$ cat src/hdl/bcsc_pkg.sv
// Shared types, status codes and the battery class table for the charger status controller.
`default_nettype none

package bcsc_pkg;

    localparam int CLASS_COUNT = 5;
    localparam int TABLE_ROWS  = 5;
    localparam int SEARCH_ROWS = (CLASS_COUNT < TABLE_ROWS) ? CLASS_COUNT : TABLE_ROWS;

    localparam int VOLT_W  = 10;
    localparam int USB_W   = 8;
    localparam int CLASS_W = 3;

    localparam logic [CLASS_W-1:0] CLASS_UNKNOWN = 3'd5;

    // Voltage limits in 0.1 V units.
    localparam logic [VOLT_W-1:0]  BAT_MIN_VOLT   = 10'd10;
    localparam logic [VOLT_W-1:0]  RAIL_24V_VOLT  = 10'd360;
    localparam logic [USB_W-1:0]   USB_THRESHOLD  = 8'd10;
    localparam logic [VOLT_W:0]    CLASS_MARGIN   = 11'd5;

    typedef enum logic [1:0] {
        BS_NORMAL  = 2'd0,
        BS_REVERSE = 2'd1,
        BS_ERROR   = 2'd2,
        BS_UNSEEN  = 2'd3
    } bat_status_t;

    typedef enum logic [2:0] {
        IS_CHARGE = 3'd0,
        IS_FIX    = 3'd1,
        IS_NONE   = 3'd2,
        IS_OVER   = 3'd3,
        IS_UNSEEN = 3'd4
    } in_status_t;

    typedef enum logic [1:0] {
        USB_IDLE    = 2'd0,
        USB_ONE_AMP = 2'd1,
        USB_TWO_AMP = 2'd2
    } usb_status_t;

    typedef struct packed {
        logic [VOLT_W-1:0] low;
        logic [VOLT_W-1:0] high;
        logic [VOLT_W-1:0] nominal;
        logic [VOLT_W-1:0] max_err;
    } class_row_t;

    typedef struct packed {
        logic [VOLT_W-1:0] battery_voltage;
        logic [VOLT_W-1:0] input_voltage;
        logic [USB_W-1:0]  usb_current;
        logic              reverse_connected;
        logic              supply_24v_present;
    } item_t;

    typedef struct packed {
        logic [CLASS_W-1:0] latched_class;
        bat_status_t        last_bs;
        in_status_t         last_is;
        logic               relay;
        logic               rail_24v;
        logic               full_seen;
    } state_t;

    typedef struct packed {
        bat_status_t        battery_status;
        in_status_t         input_status;
        usb_status_t        usb_status;
        logic [CLASS_W-1:0] battery_class;
        logic               relay_on;
        logic               supply_from_24v;
        logic               charge_full_start;
    } result_t;

    function automatic class_row_t class_row(input logic [CLASS_W-1:0] idx);
        class_row_t row;
        case (idx)
            3'd0:    row = '{10'd48,  10'd72,  10'd55,  10'd73};
            3'd1:    row = '{10'd96,  10'd143, 10'd114, 10'd145};
            3'd2:    row = '{10'd192, 10'd286, 10'd228, 10'd290};
            3'd3:    row = '{10'd288, 10'd432, 10'd331, 10'd438};
            3'd4:    row = '{10'd440, 10'd576, 10'd441, 10'd584};
            default: row = '0;
        endcase
        return row;
    endfunction

endpackage

`default_nettype wire

$ cat src/hdl/bcsc_eval.sv
// Combinational evaluation of one measurement beat against the controller state.
`default_nettype none

module bcsc_eval (
    input  wire bcsc_pkg::item_t   item,
    input  wire bcsc_pkg::state_t  cur,
    output bcsc_pkg::state_t       nxt,
    output bcsc_pkg::result_t      res
);

    logic [bcsc_pkg::SEARCH_ROWS-1:0] row_hit;
    bcsc_pkg::class_row_t             srch_row;
    logic [bcsc_pkg::CLASS_W-1:0]     found_class;
    logic                             known_cur;
    logic                             known_next;
    logic [bcsc_pkg::CLASS_W-1:0]     class_next;
    bcsc_pkg::class_row_t             cur_row;
    bcsc_pkg::class_row_t             next_row;
    bcsc_pkg::bat_status_t            bs;
    bcsc_pkg::in_status_t             is;
    bcsc_pkg::usb_status_t            us;
    logic                             relay;
    logic                             rail;
    logic                             pulse;

    // Window compare against every searchable row in parallel.
    always_comb
    begin
        srch_row = '0;
        for (int i = 0; i < bcsc_pkg::SEARCH_ROWS; i++)
        begin
            srch_row   = bcsc_pkg::class_row(i[bcsc_pkg::CLASS_W-1:0]);
            row_hit[i] = (item.battery_voltage >= srch_row.low)
                && ({1'b0, item.battery_voltage} <=
                    ({1'b0, srch_row.high} + bcsc_pkg::CLASS_MARGIN));
        end
    end

    // First matching row wins.
    always_comb
    begin
        found_class = bcsc_pkg::CLASS_UNKNOWN;
        for (int i = bcsc_pkg::SEARCH_ROWS - 1; i >= 0; i--)
        begin
            if (row_hit[i])
            begin
                found_class = i[bcsc_pkg::CLASS_W-1:0];
            end
        end
    end

    assign known_cur = ({1'b0, cur.latched_class} < (bcsc_pkg::CLASS_W + 1)'(bcsc_pkg::SEARCH_ROWS));
    assign cur_row   = bcsc_pkg::class_row(cur.latched_class);

    always_comb
    begin
        class_next = cur.latched_class;
        if (item.reverse_connected)
        begin
            bs = bcsc_pkg::BS_REVERSE;
        end
        else if (item.battery_voltage < bcsc_pkg::BAT_MIN_VOLT)
        begin
            bs = bcsc_pkg::BS_ERROR;
        end
        else if (!known_cur)
        begin
            class_next = found_class;
            bs = (found_class != bcsc_pkg::CLASS_UNKNOWN) ? bcsc_pkg::BS_NORMAL
                                                           : bcsc_pkg::BS_ERROR;
        end
        else if (item.battery_voltage >= cur_row.low && item.battery_voltage <= cur_row.high)
        begin
            bs = bcsc_pkg::BS_NORMAL;
        end
        else
        begin
            bs = bcsc_pkg::BS_ERROR;
        end
    end

    assign known_next = ({1'b0, class_next} < (bcsc_pkg::CLASS_W + 1)'(bcsc_pkg::SEARCH_ROWS));
    assign next_row   = bcsc_pkg::class_row(class_next);

    always_comb
    begin
        if (!known_next || bs != bcsc_pkg::BS_NORMAL)
        begin
            is = bcsc_pkg::IS_NONE;
        end
        else if (item.supply_24v_present && item.input_voltage <= next_row.max_err
                 && item.input_voltage >= next_row.nominal)
        begin
            is = (item.battery_voltage < next_row.nominal) ? bcsc_pkg::IS_FIX
                                                            : bcsc_pkg::IS_CHARGE;
        end
        else if (item.input_voltage > next_row.max_err)
        begin
            is = bcsc_pkg::IS_OVER;
        end
        else
        begin
            is = bcsc_pkg::IS_NONE;
        end
    end

    always_comb
    begin
        if (item.usb_current != '0 && item.usb_current < bcsc_pkg::USB_THRESHOLD)
        begin
            us = bcsc_pkg::USB_ONE_AMP;
        end
        else if (item.usb_current > bcsc_pkg::USB_THRESHOLD)
        begin
            us = bcsc_pkg::USB_TWO_AMP;
        end
        else
        begin
            us = bcsc_pkg::USB_IDLE;
        end
    end

    // Relay acts only on status changes; the input status change has the last word.
    always_comb
    begin
        relay = cur.relay;
        if (bs != cur.last_bs && bs != bcsc_pkg::BS_NORMAL)
        begin
            relay = 1'b0;
        end
        if (is != cur.last_is)
        begin
            relay = (is == bcsc_pkg::IS_CHARGE) || (is == bcsc_pkg::IS_FIX);
        end
    end

    always_comb
    begin
        rail = cur.rail_24v;
        if (item.battery_voltage >= bcsc_pkg::RAIL_24V_VOLT || item.supply_24v_present)
        begin
            rail = 1'b1;
        end
        if (us == bcsc_pkg::USB_TWO_AMP && bs == bcsc_pkg::BS_NORMAL)
        begin
            rail = 1'b0;
        end
    end

    assign pulse = known_next && !cur.full_seen && (item.input_voltage >= next_row.high);

    always_comb
    begin
        nxt.latched_class = class_next;
        nxt.last_bs       = bs;
        nxt.last_is       = is;
        nxt.relay         = relay;
        nxt.rail_24v      = rail;
        nxt.full_seen     = cur.full_seen | pulse;

        res.battery_status    = bs;
        res.input_status      = is;
        res.usb_status        = us;
        res.battery_class     = class_next;
        res.relay_on          = relay;
        res.supply_from_24v   = rail;
        res.charge_full_start = pulse;
    end

endmodule

`default_nettype wire

$ cat src/hdl/battery_charger_status_controller.sv
// Top level of the battery charger status controller: beat registers, state and checks.
//
//   Channel   Direction  Handshake            Payload
//   input     in         in_valid / in_ready  battery_voltage, input_voltage, usb_current,
//                                             reverse_connected, supply_24v_present
//   output    out        out_valid/out_ready  battery_status, input_status, usb_status,
//                                             battery_class, relay_on, supply_from_24v,
//                                             charge_full_start
//
// One beat is accepted per clock cycle when the output side keeps taking results.
// An accepted beat is evaluated from the input register, and its result and the state
// update are loaded into the result and state registers when the beat advances.
// While a result waits on out_ready, one more beat can still be captured; after that
// in_ready stays low until the waiting result is taken.
// Reset clears the valid flags and the controller state (class unknown, no status seen,
// relay off, rail from battery, full pulse not yet given).
`default_nettype none

module battery_charger_status_controller (
    input  wire        clk,
    input  wire        rst_n,

    input  wire        in_valid,
    output logic       in_ready,
    input  wire [9:0]  battery_voltage,
    input  wire [9:0]  input_voltage,
    input  wire [7:0]  usb_current,
    input  wire        reverse_connected,
    input  wire        supply_24v_present,

    output logic       out_valid,
    input  wire        out_ready,
    output logic [1:0] battery_status,
    output logic [1:0] input_status,
    output logic [1:0] usb_status,
    output logic [2:0] battery_class,
    output logic       relay_on,
    output logic       supply_from_24v,
    output logic       charge_full_start
);

    // Input register holding the accepted measurement beat.
    logic               in_vld_reg;
    bcsc_pkg::item_t    item_reg;

    // Result register.
    logic               out_vld_reg;
    bcsc_pkg::result_t  res_reg;

    // Controller state carried from beat to beat.
    bcsc_pkg::state_t   state_reg;
    bcsc_pkg::state_t   state_next;
    bcsc_pkg::result_t  res_next;

    logic               advance;
    logic               take_in;

    // A held beat moves on when the result register is empty or is being emptied.
    assign advance  = in_vld_reg && (!out_vld_reg || out_ready);
    assign in_ready = !in_vld_reg || advance;
    assign take_in  = in_valid && in_ready;

    bcsc_eval u_eval (
        .item (item_reg),
        .cur  (state_reg),
        .nxt  (state_next),
        .res  (res_next)
    );

    always_ff @(posedge clk or negedge rst_n)
    begin
        if (!rst_n)
        begin
            in_vld_reg  <= 1'b0;
            out_vld_reg <= 1'b0;
            state_reg   <= '{latched_class: bcsc_pkg::CLASS_UNKNOWN,
                             last_bs:       bcsc_pkg::BS_UNSEEN,
                             last_is:       bcsc_pkg::IS_UNSEEN,
                             relay:         1'b0,
                             rail_24v:      1'b0,
                             full_seen:     1'b0};
        end
        else
        begin
            if (take_in)
            begin
                in_vld_reg <= 1'b1;
            end
            else if (advance)
            begin
                in_vld_reg <= 1'b0;
            end

            if (advance)
            begin
                out_vld_reg <= 1'b1;
                state_reg   <= state_next;
            end
            else if (out_ready)
            begin
                out_vld_reg <= 1'b0;
            end
        end
    end

    // Payload registers carry no reset.
    always_ff @(posedge clk)
    begin
        if (take_in)
        begin
            item_reg.battery_voltage    <= battery_voltage;
            item_reg.input_voltage      <= input_voltage;
            item_reg.usb_current        <= usb_current;
            item_reg.reverse_connected  <= reverse_connected;
            item_reg.supply_24v_present <= supply_24v_present;
        end
        if (advance)
        begin
            res_reg <= res_next;
        end
    end

    assign out_valid         = out_vld_reg;
    assign battery_status    = res_reg.battery_status;
    assign input_status      = res_reg.input_status[1:0];
    assign usb_status        = res_reg.usb_status;
    assign battery_class     = res_reg.battery_class;
    assign relay_on          = res_reg.relay_on;
    assign supply_from_24v   = res_reg.supply_from_24v;
    assign charge_full_start = res_reg.charge_full_start;

`ifndef SYNTHESIS
    // The full pulse is given once; its flag never drops.
    a_full_sticky: assert property (@(posedge clk) disable iff (!rst_n)
        state_reg.full_seen |=> state_reg.full_seen)
        else $error("charge-full flag cleared after being set");

    // Once the class is latched it never changes.
    a_class_locked: assert property (@(posedge clk) disable iff (!rst_n)
        (state_reg.latched_class != bcsc_pkg::CLASS_UNKNOWN) |=> $stable(state_reg.latched_class))
        else $error("latched battery class changed");

    // A shown full pulse must already be recorded in the state.
    a_pulse_recorded: assert property (@(posedge clk) disable iff (!rst_n)
        (out_vld_reg && res_reg.charge_full_start) |-> state_reg.full_seen)
        else $error("full pulse shown without the full flag set");

    // The relay can only be on while the input is charging or repair charging.
    a_relay_matches: assert property (@(posedge clk) disable iff (!rst_n)
        (out_vld_reg && res_reg.relay_on) |->
            (res_reg.input_status == bcsc_pkg::IS_CHARGE
             || res_reg.input_status == bcsc_pkg::IS_FIX))
        else $error("relay on without a charging input status");
`endif

endmodule

`default_nettype wire
$ cat config.mk
export PLATFORM = sky130hd
export DESIGN_NAME = battery_charger_status_controller
export DESIGN_NICKNAME = d
export VERILOG_FILES = /design/src/hdl/bcsc_pkg.sv /design/src/hdl/bcsc_eval.sv /design/src/hdl/battery_charger_status_controller.sv
export SDC_FILE = /design/constraint.sdc
export NUM_CORES = 1
export LEC_CHECK = 0
export BUFFER_PORTS_ARGS = -buffer_cell sky130_fd_sc_hd__buf_4
export CORE_UTILIZATION = 55
export DETAILED_ROUTE_END_ITERATION = 16
export HOLD_SLACK_MARGIN = 0.12
export PLACE_DENSITY = 0.81
export SYNTH_ARGS = -nofsm -noshare
export SYNTH_HDL_FRONTEND = slang
export SYNTH_SLANG_ARGS = --single-unit
$ cat constraint.sdc
create_clock -name clk -period 5.94 [get_ports clk]
set_input_delay 1.188 -clock clk [delete_from_list [all_inputs] [get_ports clk]]
set_output_delay 1.188 -clock clk [all_outputs]
set_load 0.005 [all_outputs]
== After elaboration in Yosys (flattened, before gate mapping) ==
Cells that the tools add are included.

* Bits in registers: 55
* Input bits: 34
* Output and inout port bits: 14
* Word-level logic and storage cells: 118

* Order comparisons: 23
* Equality and inequality tests: 13
* Mux-type cells: 29
* Bitwise gates (word level): 1
* Reductions and logical operators: 32

{| class="wikitable"
|+ Operator list
! operator !! count
|-
| 39-bit case mux with 5 select lines || 1
|-
| 30-bit case mux with 5 select lines || 1
|-
| 10-bit by 9-bit >= comparator with 1-bit output (second input constant) || 3
|-
| 3-bit two-way mux || 9
|-
| 10-bit >= comparator || 2
|-
| 10-bit less-or-equal comparator || 2
|-
| 10-bit by 9-bit less-or-equal comparator with 1-bit output (second input constant) || 2
|-
| 1-bit logical AND || 15
|-
| 2-bit two-way mux || 7
|-
| 3-bit by 2-bit == test with 1-bit output (second input constant) || 4
|-
| 1-bit two-way mux || 11
|-
| 10-bit by 6-bit >= comparator with 1-bit output (second input constant) || 1
|-
| 10-bit by 7-bit >= comparator with 1-bit output (second input constant) || 1
|-
| 10-bit by 8-bit >= comparator with 1-bit output (second input constant) || 1
|-
| 10-bit by 9-bit >= comparator with 1-bit output || 1
|-
| 10-bit greater-than comparator || 1
|-
| 10-bit less-or-equal comparator (second input constant) || 1
|-
| 10-bit by 7-bit less-or-equal comparator with 1-bit output (second input constant) || 1
|-
| 10-bit by 8-bit less-or-equal comparator with 1-bit output (second input constant) || 1
|-
| 10-bit less-than comparator || 1
|-
| 10-bit by 4-bit less-than comparator with 1-bit output (second input constant) || 1
|-
| 3-bit by 1-bit == test with 1-bit output (second input constant) || 3
|-
| 3-bit zero test || 3
|-
| 8-bit by 4-bit greater-than comparator with 1-bit output (second input constant) || 1
|-
| 13 further kinds || 24
|}

== Longest topological paths before layout ==
Gate-level depths: netlist of run 1.

* Word-level depth: 20
* Depth in mapped cells: 20
* Mapped depth without buffers: 19

== Modules after synthesis ==
From an unflattened synthesis of run 1, not the netlist that was laid out.

* Cell total of the unflattened synthesis: 359
* Area, all modules: 3,881.2 um^2

{| class="wikitable"
|+ By module, submodules not included
! module !! times used !! cells each !! area each (um^2) !! seq. area each (um^2)
|-
| bcsc_eval || 1 || 285 || 2,063.2 || 0.0
|-
| battery_charger_status_controller || 1 || 74 || 1,818.0 || 1,592.8
|}

== Least setup slack after synthesis of run 1 ==
No wires, ideal clock.

* Path kind: register -> register
* From: register item_reg[27] (netlist bit)
* To: register state_reg[2] (netlist bit)
* Setup time: 0.064 ns
* Data arrival time: 4.056 ns
* Data required time: 5.876 ns
* Path slack: 1.820 ns
* Cell stages (with the launch flop): 19
* Buffers on the path: 1
* Clock period less this slack: 4.120 ns
* Cell sequence: edfxtp_1 -> buf_6 -> or4b_4 -> o32ai_2 -> a21oi_1 -> a41oi_2 -> inv_1 -> nor2_1 -> inv_1 -> ha_1 -> a21o_1 -> a31oi_1 -> o21ai_0 -> a21oi_1 -> nor3_1 -> a211o_1 -> a221o_1 -> a32oi_2 -> mux2_4

{| class="wikitable"
|+ RTL lines
! item !! RTL line !! RTL
|-
| from (decl) || battery_charger_status_controller.sv:44 || <nowiki>bcsc_pkg::item_t item_reg;</nowiki>
|-
| to (signal assigned) || battery_charger_status_controller.sv:76 || <nowiki>state_reg <= '{latched_class: bcsc_pkg::CLASS_UNKNOWN,</nowiki>
|-
| to (signal assigned) || battery_charger_status_controller.sv:97 || <nowiki>state_reg <= state_next;</nowiki>
|-
| to (decl) || battery_charger_status_controller.sv:51 || <nowiki>bcsc_pkg::state_t state_reg;</nowiki>
|}

==> run metrics, run 1 <==
Filler Cells Inserted slightly above 500; GRT Util Overall 0.232; Cell Rows 29; setup slack, reg-to-reg 0.97 ns; r2r endpoint state_reg[2]; hold buffers post-CTS 0; H-tree levels 2; Syn-to-layout area delta 13.2%; vias per inst a little over 6; Unique masters post-synth slightly above 70; Setup TNS 0 ns; layout cell share with drive strength beyond 1 0.227; CP Data Required Time just over 6 ns; Slew HR 0.432; DR pass1 iterations 7; VDD IR max 0.000162 V; worst-path cell chain or4b_4 -> o32ai_2 -> a21oi_1 -> a41oi_2 -> inv_1 -> nor2_1 -> inv_1 -> ha_1 -> a21o_1 -> a31oi_1 -> o21ai_0 -> a21oi_1 -> nor3_1 -> a211o_1 -> a221o_1 -> a32oi_2 -> mux2_4; RePlAce Congestion 0.879; max FFs per register 30; Routed Antenna Nets 0; crit path max fanout 16; worst skew pair latency about 0.32 ns; Initial Util 0.578; syn nets 423; Nets approximately 470; Primary FF master, synth edfxtp_1; outcome completed; Final WS setup just under 1 ns; Yosys reg bits 55; Post-Synth XOR/XNOR Area 0.00469; Die Y 84.4 um; register area share after synthesis 0.426; Mapped Cells 340; first-pass GRT wire length ~13 mm; power density cells approximately 200 mW/mm^2; Bufs on Longest Clock Path 2; wirelength, routed roughly 8 mm; DRC violations left 0; class of the worst hold path reg2reg; FF/Latch Area 0.00159 sq mm; RSZ-0062 raised after global routing no; worst slew pin tran 0.838 ns; R2R depth 17; Avg Cell Area, Syn around 11 sq um; CP Class reg2reg; setup violators final 0; CP peak stage delay 0.63 ns; number of synthesized flops with an enable pin between 40 and 50; mux share of post-synthesis cell area 0.0191; Ports 48; critical path endpoint category register; WP buf/inv 2; worst reg2reg path startpoint item_reg[29]; DP HPWL 6.01 mm; detailed-route via count roughly 2900; dpl ws between 1 and 1.5 ns; Die Width 84.4 um; number of global-route vias before repair approximately 2800; hold worst-path end state_reg[0]; Overflow after GRT 0; Tcrit/Tclk final 0.837; area of the multi-input gates between 0.002 and 0.0025 sq mm; root buffer cell clkbuf_8; WP data arrival around 5.2 ns; TritonCTS Buffers 5; Post-CTS Setup Inserts 0; initial antenna violation count 0; minimum clock period 4.97 ns; Max Fclk around 200 MHz; startpoint class of the critical path register; WL/cell around 17 um; max-slew violation count 0; # resized after CTS 0; Cell Area, Synth about 0.0037 sq mm; asr flop ratio synth 0.236; pin count of the biggest net entering global routing 31; Simple-Gate Fraction of Synth Area 0.162; PortBufs 47; largest family of logic cells by synthesized area compound AO/OA/AOI/OAI gates; core area 0.00646 sq mm; CP top delay family compound AO/OA/AOI/OAI gates; Pleak 0.00176 uW; number of cells on the worst hold path 1; hold_sp state_reg[0]; compound-gate portion of the synthesized area 0.191; synthesized-area fraction occupied by adder cells 0.164; Crit-path slowest cell edfxtp_1; Synth warnings 0; full die area 0.00712 sq mm; CTS tree done; WP depth 17; Iter 0 DRT Violations 170; Clock Pin Slew Worst Setup and Hold Paths 0.10 ns; final hold vios 0; max-cap check violation count 0; # diodes 0; clock skew around 0.005 ns; # clock sinks 55
==> area by class of cell <==
class / count / area share
inverter: 16 / 0.0142
tap: 77 / 0.0228
multi-input combinational: 260 / 0.478
clock inverter: 3 / 0.00651
timing repair buffer: 48 / 0.0853
sequential: 55 / 0.377
clock buffer: 5 / 0.0163
==> report_power, final <==
| group | switching [uW] | total, uW | internal [uW] |
|---|---|---|---|
| Combinational | 65.1 | 133 | 67.5 |
| Sequential | 29.1 | 479 | 450 |
| Clock | 134 | 222 | 87.6 |
| Total | 228 | 833 | 605 |
==> routing by layer <==
layer  global-route usage  up-vias  share of wire
li1                     -     1394              -
met1                0.279     1388           0.43
met2                0.411       63           0.51
met3               0.0413       18          0.036
met4               0.0971        0          0.023
met5                    0        -              0
==> how the worst max path moves through the flow <==
stage                     slack, ns         start            to
after floorplan                1.82  item_reg[27]  state_reg[2]
after global placement         1.33  item_reg[29]  state_reg[2]
after detailed placement       1.19  item_reg[29]  state_reg[2]
after CTS                      1.08  item_reg[29]  state_reg[2]
after global routing           0.71  item_reg[29]  state_reg[2]
final                          0.97  item_reg[29]  state_reg[2]
==> synth_stat cells, drive strengths merged (2+ instances only) <==
master | n | area (sq um)
o211ai | 2 | 20.0
a21boi | 2 | 15.0
mux2 | 6 | 71.3
or4b | 2 | 23.8
a41oi | 3 | 52.6
or3 | 2 | 12.5
and2 | 4 | 27.5
and3b | 2 | 17.5
o21ai | 21 | 109
a21oi | 14 | 73.8
a31oi | 3 | 18.8
a32oi | 2 | 43.8
nor2b | 2 | 12.5
o32ai | 2 | 25.0
nand2 | 26 | 97.6
buf | 8 | 57.6
nor4 | 4 | 31.3
or3b | 2 | 17.5
nand4b | 2 | 17.5
a211oi | 5 | 37.5
a21o | 14 | 105
nor2 | 24 | 90.1
nand3 | 5 | 25.0
nand4 | 9 | 56.3
edfxtp | 42 | 1260
inv | 15 | 56.3
dfrtp | 8 | 200
a211o | 2 | 17.5
nand2b | 10 | 62.6
nor3 | 10 | 50.1
and3 | 3 | 18.8
dfstp | 5 | 131
o21a | 7 | 52.6
ha | 49 | 613
nand3b | 3 | 22.5
==> worst reg2reg max path, cell delays in order (launching register included) <==
cell and delay (ns):
edfxtp_1 0.63, or4b_4 0.63, o32ai_2 0.14, a21oi_1 0.09
a41oi_2 0.41, inv_1 0.20, nor2_1 0.24, inv_1 0.10
ha_1 0.31, a21o_1 0.18, a31oi_1 0.17, o21ai_0 0.15
a21oi_1 0.41, nor3_1 0.14, a211o_1 0.37, a221o_1 0.38
a32oi_2 0.22, mux2_4 0.17
==> per-stage QoR <==
stage / utilization / total power (uW) / cells / hold slack, ns / area (sq um)
finish: 0.654 / 833 / 464 / 0.468 / 4230
global route: 0.654 / 873 / 464 / 0.514 / 4230
CTS: 0.654 / 840 / 464 / 0.476 / 4230
detailed placement: 0.639 / 619 / 456 / 0.452 / 4130
global placement: 0.639 / 612 / 456 / 0.446 / 4130
floorplan: - / 565 / 340 / 0.429 / 3730
==> logic make-up after synthesis <==
family                   after synthesis
AO/OA/AOI/OAI                         90
XOR/XNOR                               2
multiplexers                           6
buffers and inverters                 25
flip-flops                            55
AND/OR/NAND/NOR                      113
adder cells (fa/ha/maj)               49
==> layout by cell type, fill, tap and decap left out, types with 2 or more instances in the layout <==
master,instances
a211o_1,2
a211oi_1,5
a21o_1,14
a21oi_1,13
a31oi_1,3
and2_1,3
and3_1,3
and3b_1,2
buf_4,48
clkbuf_8,5
dfrtp_1,8
dfstp_2,5
edfxtp_1,42
ha_1,49
inv_1,13
inv_2,2
mux2_2,5
nand2_1,26
nand2b_1,10
nand3_1,5
nand3b_1,3
nand4_1,9
nand4b_1,2
nor2_1,24
nor2b_1,2
nor3_1,10
nor4_1,3
o21a_1,7
o21ai_0,18
o21ai_1,2
or3_1,2
or3b_2,2
Power figures use the tool's default switching activity.
==> run 2: changes to the inputs <==
==> constraint.sdc (replaced) <==
create_clock -name clk -period 4.9 [get_ports clk]
set_input_delay 0.98 -clock clk [delete_from_list [all_inputs] [get_ports clk]]
set_output_delay 0.98 -clock clk [all_outputs]
set_load 0.005 [all_outputs]
==> run 2 against run 1 <==
Compared with the run above:
- maximum frequency is 7.5% higher
- global-route usage is 0.36 points lower
- register-to-register slack worse by 0.69 ns
- sequential share of layout area is 0.79 points lower
- die area stayed put
- via count is 3.0% higher
- cell count is 2.6% higher
- routed wire length is 0.21% higher
- worst hold slack better by 0.027 ns
- utilization is 1.4 points higher
- clock power is 16% higher
- critical path depth stayed put
==> run metrics, run 2 (synthesis gave the netlist of run 1 again) <==
Comb power frac 0.172; Final WS setup ~0.27 ns; core area roughly 0.0065 sq mm; Setup TNS 0 ns; crit path max fanout 11; Inst Count DP 460; vias per inst around 6.2; GRT Util Overall 0.228; layout cell share with drive strength beyond 1 0.256; Clock power frac 0.255; pin count of the biggest net entering global routing 31; worst skew pair latency 0.31 ns; Slew HR 0.426; max-slew violation count 0; wirelength, routed roughly 8 mm; WP buf/inv 2; number of global-route vias before repair around 2900; DRC violations left 0; Ports 48; CP Class reg2reg; Final Power approximately 1000 uW; Reg power frac 0.572; max FFs per register 30; Nets between 400 and 500; CTS tree done; WL/cell 16.8 um; worst reg2reg path startpoint item_reg[29]; CP peak stage delay approximately 0.61 ns; setup violators final 0; Bufs on Longest Clock Path 2; initial antenna violation count 0; commonest non-fill, non-tap cell in the layout buf_4; switch share 0.270; # clock sinks 55; H-tree levels 2; Non-Filler Instances 476; detailed-route via count a little under 3000; Routed Antenna Nets 0; worst slew pin tran around 0.85 ns; DR pass1 iterations 5; power density cells about 230 mW/mm^2; first-pass GRT wire length 12.8 mm; RSZ-0062 raised after global routing no; final hold vios 0; class of the worst hold path in2async; Overflow after GRT 0; RePlAce Congestion slightly above 0.9; sw power roughly 270 uW; Syn-to-layout area delta 15.6%; Worst Setup SP item_reg[29]; Iter 0 DRT Violations approximately 210; final instance area around 0.0043 sq mm; hold buffers post-CTS 0; WP data arrival around 5 ns; Cell Int Power roughly 740 uW; dpl ws ~0.29 ns; Die Y between 80 and 90 um; Filler Cells Inserted about 490; # diodes 0; full die area about 0.007 sq mm; worst-path cell chain or4b_4 -> o32ai_2 -> a21oi_1 -> a41oi_2 -> inv_1 -> nor2_1 -> inv_1 -> ha_1 -> a21o_1 -> a31oi_1 -> o21ai_0 -> a21oi_2 -> nor3_1 -> a211o_1 -> a221o_1 -> a32oi_2 -> mux2_4; Tcrit/Tclk final 0.944; Clock Pin Slew Worst Setup and Hold Paths 0.10 ns; Area after DPL ~0.0042 sq mm; startpoint class of the critical path register; Crit-path slowest cell or4b_4; CP Data Required Time 5.15 ns; root buffer cell clkbuf_8; minimum clock period around 4.6 ns; most used cell, CP inv_1; VDD IR max ~0.00017 V; clock skew 0.00854 ns; critical path endpoint category register; outcome completed; DP HPWL between 5 and 6 mm; TritonCTS Buffers 5; max-cap check violation count 0; Cell Rows 29; Die Width about 84 um; Pleak 0.00182 uW; Initial Util 0.578; PortBufs 47; most frequent cells in the layout buf_4 (60), ha_1 (49), edfxtp_1 (42); Max Fclk about 220 MHz; CP top delay family compound AO/OA/AOI/OAI gates
==> run 2: path summary, 6_finish.rpt <==
kind	endpoint	slack (ns)	depth (start not counted)
hold / removal	state_reg[4]	0.50	1
hold reg to reg	state_reg[0]	0.50	1
min in group clk	state_reg[0]	0.50	1
setup / recovery	state_reg[2]	0.27	17
max in group asynchronous	state_reg[5]	4.16	1
setup reg to reg	state_reg[2]	0.27	17
==> run 2: final cells by class <==
| type | count | area [sq um] | area share |
|---|---|---|---|
| Inverter | 16 | 60.1 | 0.0139 |
| Clock buffer | 5 | 68.8 | 0.0159 |
| Multi-Input combinational cell | 260 | 2030 | 0.469 |
| Timing Repair Buffer | 60 | 450 | 0.104 |
| Sequential cell | 55 | 1590 | 0.369 |
| Clock inverter | 3 | 22.5 | 0.00522 |
| Tap cell | 77 | 96.3 | 0.0223 |
==> run 2: metal layers <==
layer / track usage / vias up / routed length, um
li1: - / 1419 / -
met1: 0.268 / 1426 / 3380
met2: 0.423 / 84 / 4120
met3: 0.0334 / 21 / 286
met4: 0.0863 / 0 / 202
met5: 0 / - / 0
==> run 2: repair_timing <==
action | in CTS | in global routing
setup buffers | 0 | 8
setup endpoints to repair | 0 | 2
gates resized for setup | 0 | 2
==> run 2: metrics by stage <==
| step | hold WS (ns) | util |
|---|---|---|
| 2_1_floorplan | 0.429 | - |
| 3_3_place_gp | 0.449 | 0.644 |
| 3_5_place_dp | 0.474 | 0.644 |
| 4_1_cts | 0.497 | 0.658 |
| 5_1_grt | 0.498 | 0.668 |
| 6_report | 0.496 | 0.668 |
==> run 2: power groups by stage <==
stage / registers [uW] / logic (uW) / clock network, uW
detailed placement: 589 / 165 / 0
CTS: 578 / 166 / 261
finish: 577 / 174 / 258
global placement: 586 / 158 / 0
floorplan: 576 / 109 / 0
global route: 582 / 192 / 275
==> run 3: changes to the inputs <==
--- a/config.mk
+++ b/config.mk
@@ -12,4 +12,5 @@
 export PLACE_DENSITY = 0.81
 export SYNTH_ARGS = -nofsm -noshare
 export SYNTH_HDL_FRONTEND = slang
+export SYNTH_HIERARCHICAL = 1
 export SYNTH_SLANG_ARGS = --single-unit
==> run 3 against run 2 <==
Compared with the run above:
- via count decreased by 0.95%
- worst hold slack got worse by 0.0059 ns
- routed wire length increased by 1.0%
- maximum frequency decreased by 0.63%
- critical endpoint unchanged
- largest cell class unchanged
- largest power group unchanged
==> run metrics, run 3 <==
Avg Cell Area, Syn between 10 and 15 sq um; worst skew pair latency 0.31 ns; minimum clock period around 4.7 ns; Tcrit/Tclk final 0.950; detailed-route via count approximately 3000; syn nets ~440; Pleak ~0.0019 uW; DP HPWL around 5.8 mm; WL/cell between 15 and 20 um; max FFs per register 30; Slew HR 0.625; worst slew pin tran 0.560 ns; Final WS setup 0.243 ns; Area after DPL around 0.0042 sq mm; Synth warnings 6; CP Class reg2reg; dpl ws -0.0608 ns; CTS tree done; critical path endpoint category register; RSZ-0062 raised after global routing no; Mapped Cells roughly 360; DRC violations left 0; setup violators final 0; Ports 48; final instance area between 0.004 and 0.005 sq mm; first-pass GRT wire length 12.7 mm; Filler Cells Inserted ~530; initial antenna violation count 0; clock skew ~0.0065 ns; class of the worst hold path in2async; final hold vios 0; power density cells 230 mW/mm^2; wirelength, routed 8.07 mm; Initial Util 0.570; Bufs on Longest Clock Path 2; H-tree levels 2; Die Width 85.9 um; CP Data Required Time a little over 5 ns; Cell Area, Synth roughly 0.0039 sq mm; most frequent cells in the layout buf_4 (70), ha_1 (49), edfxtp_1 (42); TritonCTS Buffers 5; setup slack, reg-to-reg about 0.24 ns; # clock sinks 55; DR pass1 iterations 4; GRT Util Overall 0.219; Overflow after GRT 0; Nets between 400 and 500; Max Fclk ~210 MHz; Cell Rows 30; Syn-to-layout area delta 14.9%; max-slew violation count 0; number of global-route vias before repair 2754; Die Y 85.9 um; # diodes 0; commonest non-fill, non-tap cell in the layout buf_4; full die area 0.00738 sq mm; WP data arrival about 5 ns; root buffer cell clkbuf_8; core area about 0.0068 sq mm; Iter 0 DRT Violations approximately 180; outcome completed; hold buffers post-CTS 0; vias per inst 5.74; Routed Antenna Nets 0; VDD IR max roughly 0.00016 V; max-cap check violation count 0; layout cell share with drive strength beyond 1 0.271; pin count of the biggest net entering global routing 21; Clock Pin Slew Worst Setup and Hold Paths approximately 0.1 ns; startpoint class of the critical path register; fin util 0.655; RePlAce Congestion between 0.8 and 0.9; PortBufs 47; crit path max fanout 11
## run 3: worst max-delay path: stages (launching register included)
cell and delay, ns:
edfxtp_1 0.54, buf_4 0.22, or3_1 0.42, o211ai_1 0.37, o32ai_4 0.21, or2_2 0.37, nor2b_1 0.16, and2_1 0.19
ha_1 0.32, a41oi_1 0.20, o21ai_0 0.11, a21oi_1 0.15, o21ai_0 0.15, nor4b_1 0.43, nand3_2 0.12, o211ai_2 0.08
mux2_4 0.17, nand2_1 0.06, mux2_4 0.26
## run 3: worst paths after layout
check,start,end,cells past startpoint
max,item_reg[27],state_reg[2],18
min,rst_n,state_reg[0],1
max reg2reg,item_reg[27],state_reg[2],18
min reg2reg,state_reg[1],state_reg[1],1
max in group asynchronous,rst_n,state_reg[5],1
min in group clk,state_reg[1],state_reg[1],1
## run 3: routing by layer
metal / part of all wire / global-route usage
met1: 0.44 / 0.283
met2: 0.50 / 0.370
met3: 0.041 / 0.0346
met4: 0.022 / 0.0848
met5: 0 / 0
## run 3: final cells by class
cell class	instances	area, sq um	area share
clock buffer	5	68.8	0.0155
inverter	17	63.8	0.0143
tap	96	120	0.0270
sequential	55	1590	0.358
clock inverter	3	22.5	0.00506
multi-input combinational	262	2040	0.458
timing repair buffer	71	546	0.123
## run 3: what timing repair did
action                                  CTS  global route
buffers inserted                          3            18
endpoints found under the setup margin    1             3
gates resized for setup                   0             2
pin swaps                                 0             1
## run 3: metrics by stage
stage	hold WS, ns	std cells	setup TNS [ns]	total power (uW)
finish	0.490	509	0	1020
global route	0.482	509	0	1070
CTS	0.486	491	0	1020
detailed placement	0.521	480	-0.0608	754
global placement	0.508	480	0	747
floorplan	0.479	358	0	698
## run 3: where the power goes
group | internal (uW) | switching (uW) | total, uW
sequential | 545 | 28.8 | 574
clock | 104 | 159 | 264
combinational | 97.4 | 90.1 | 188
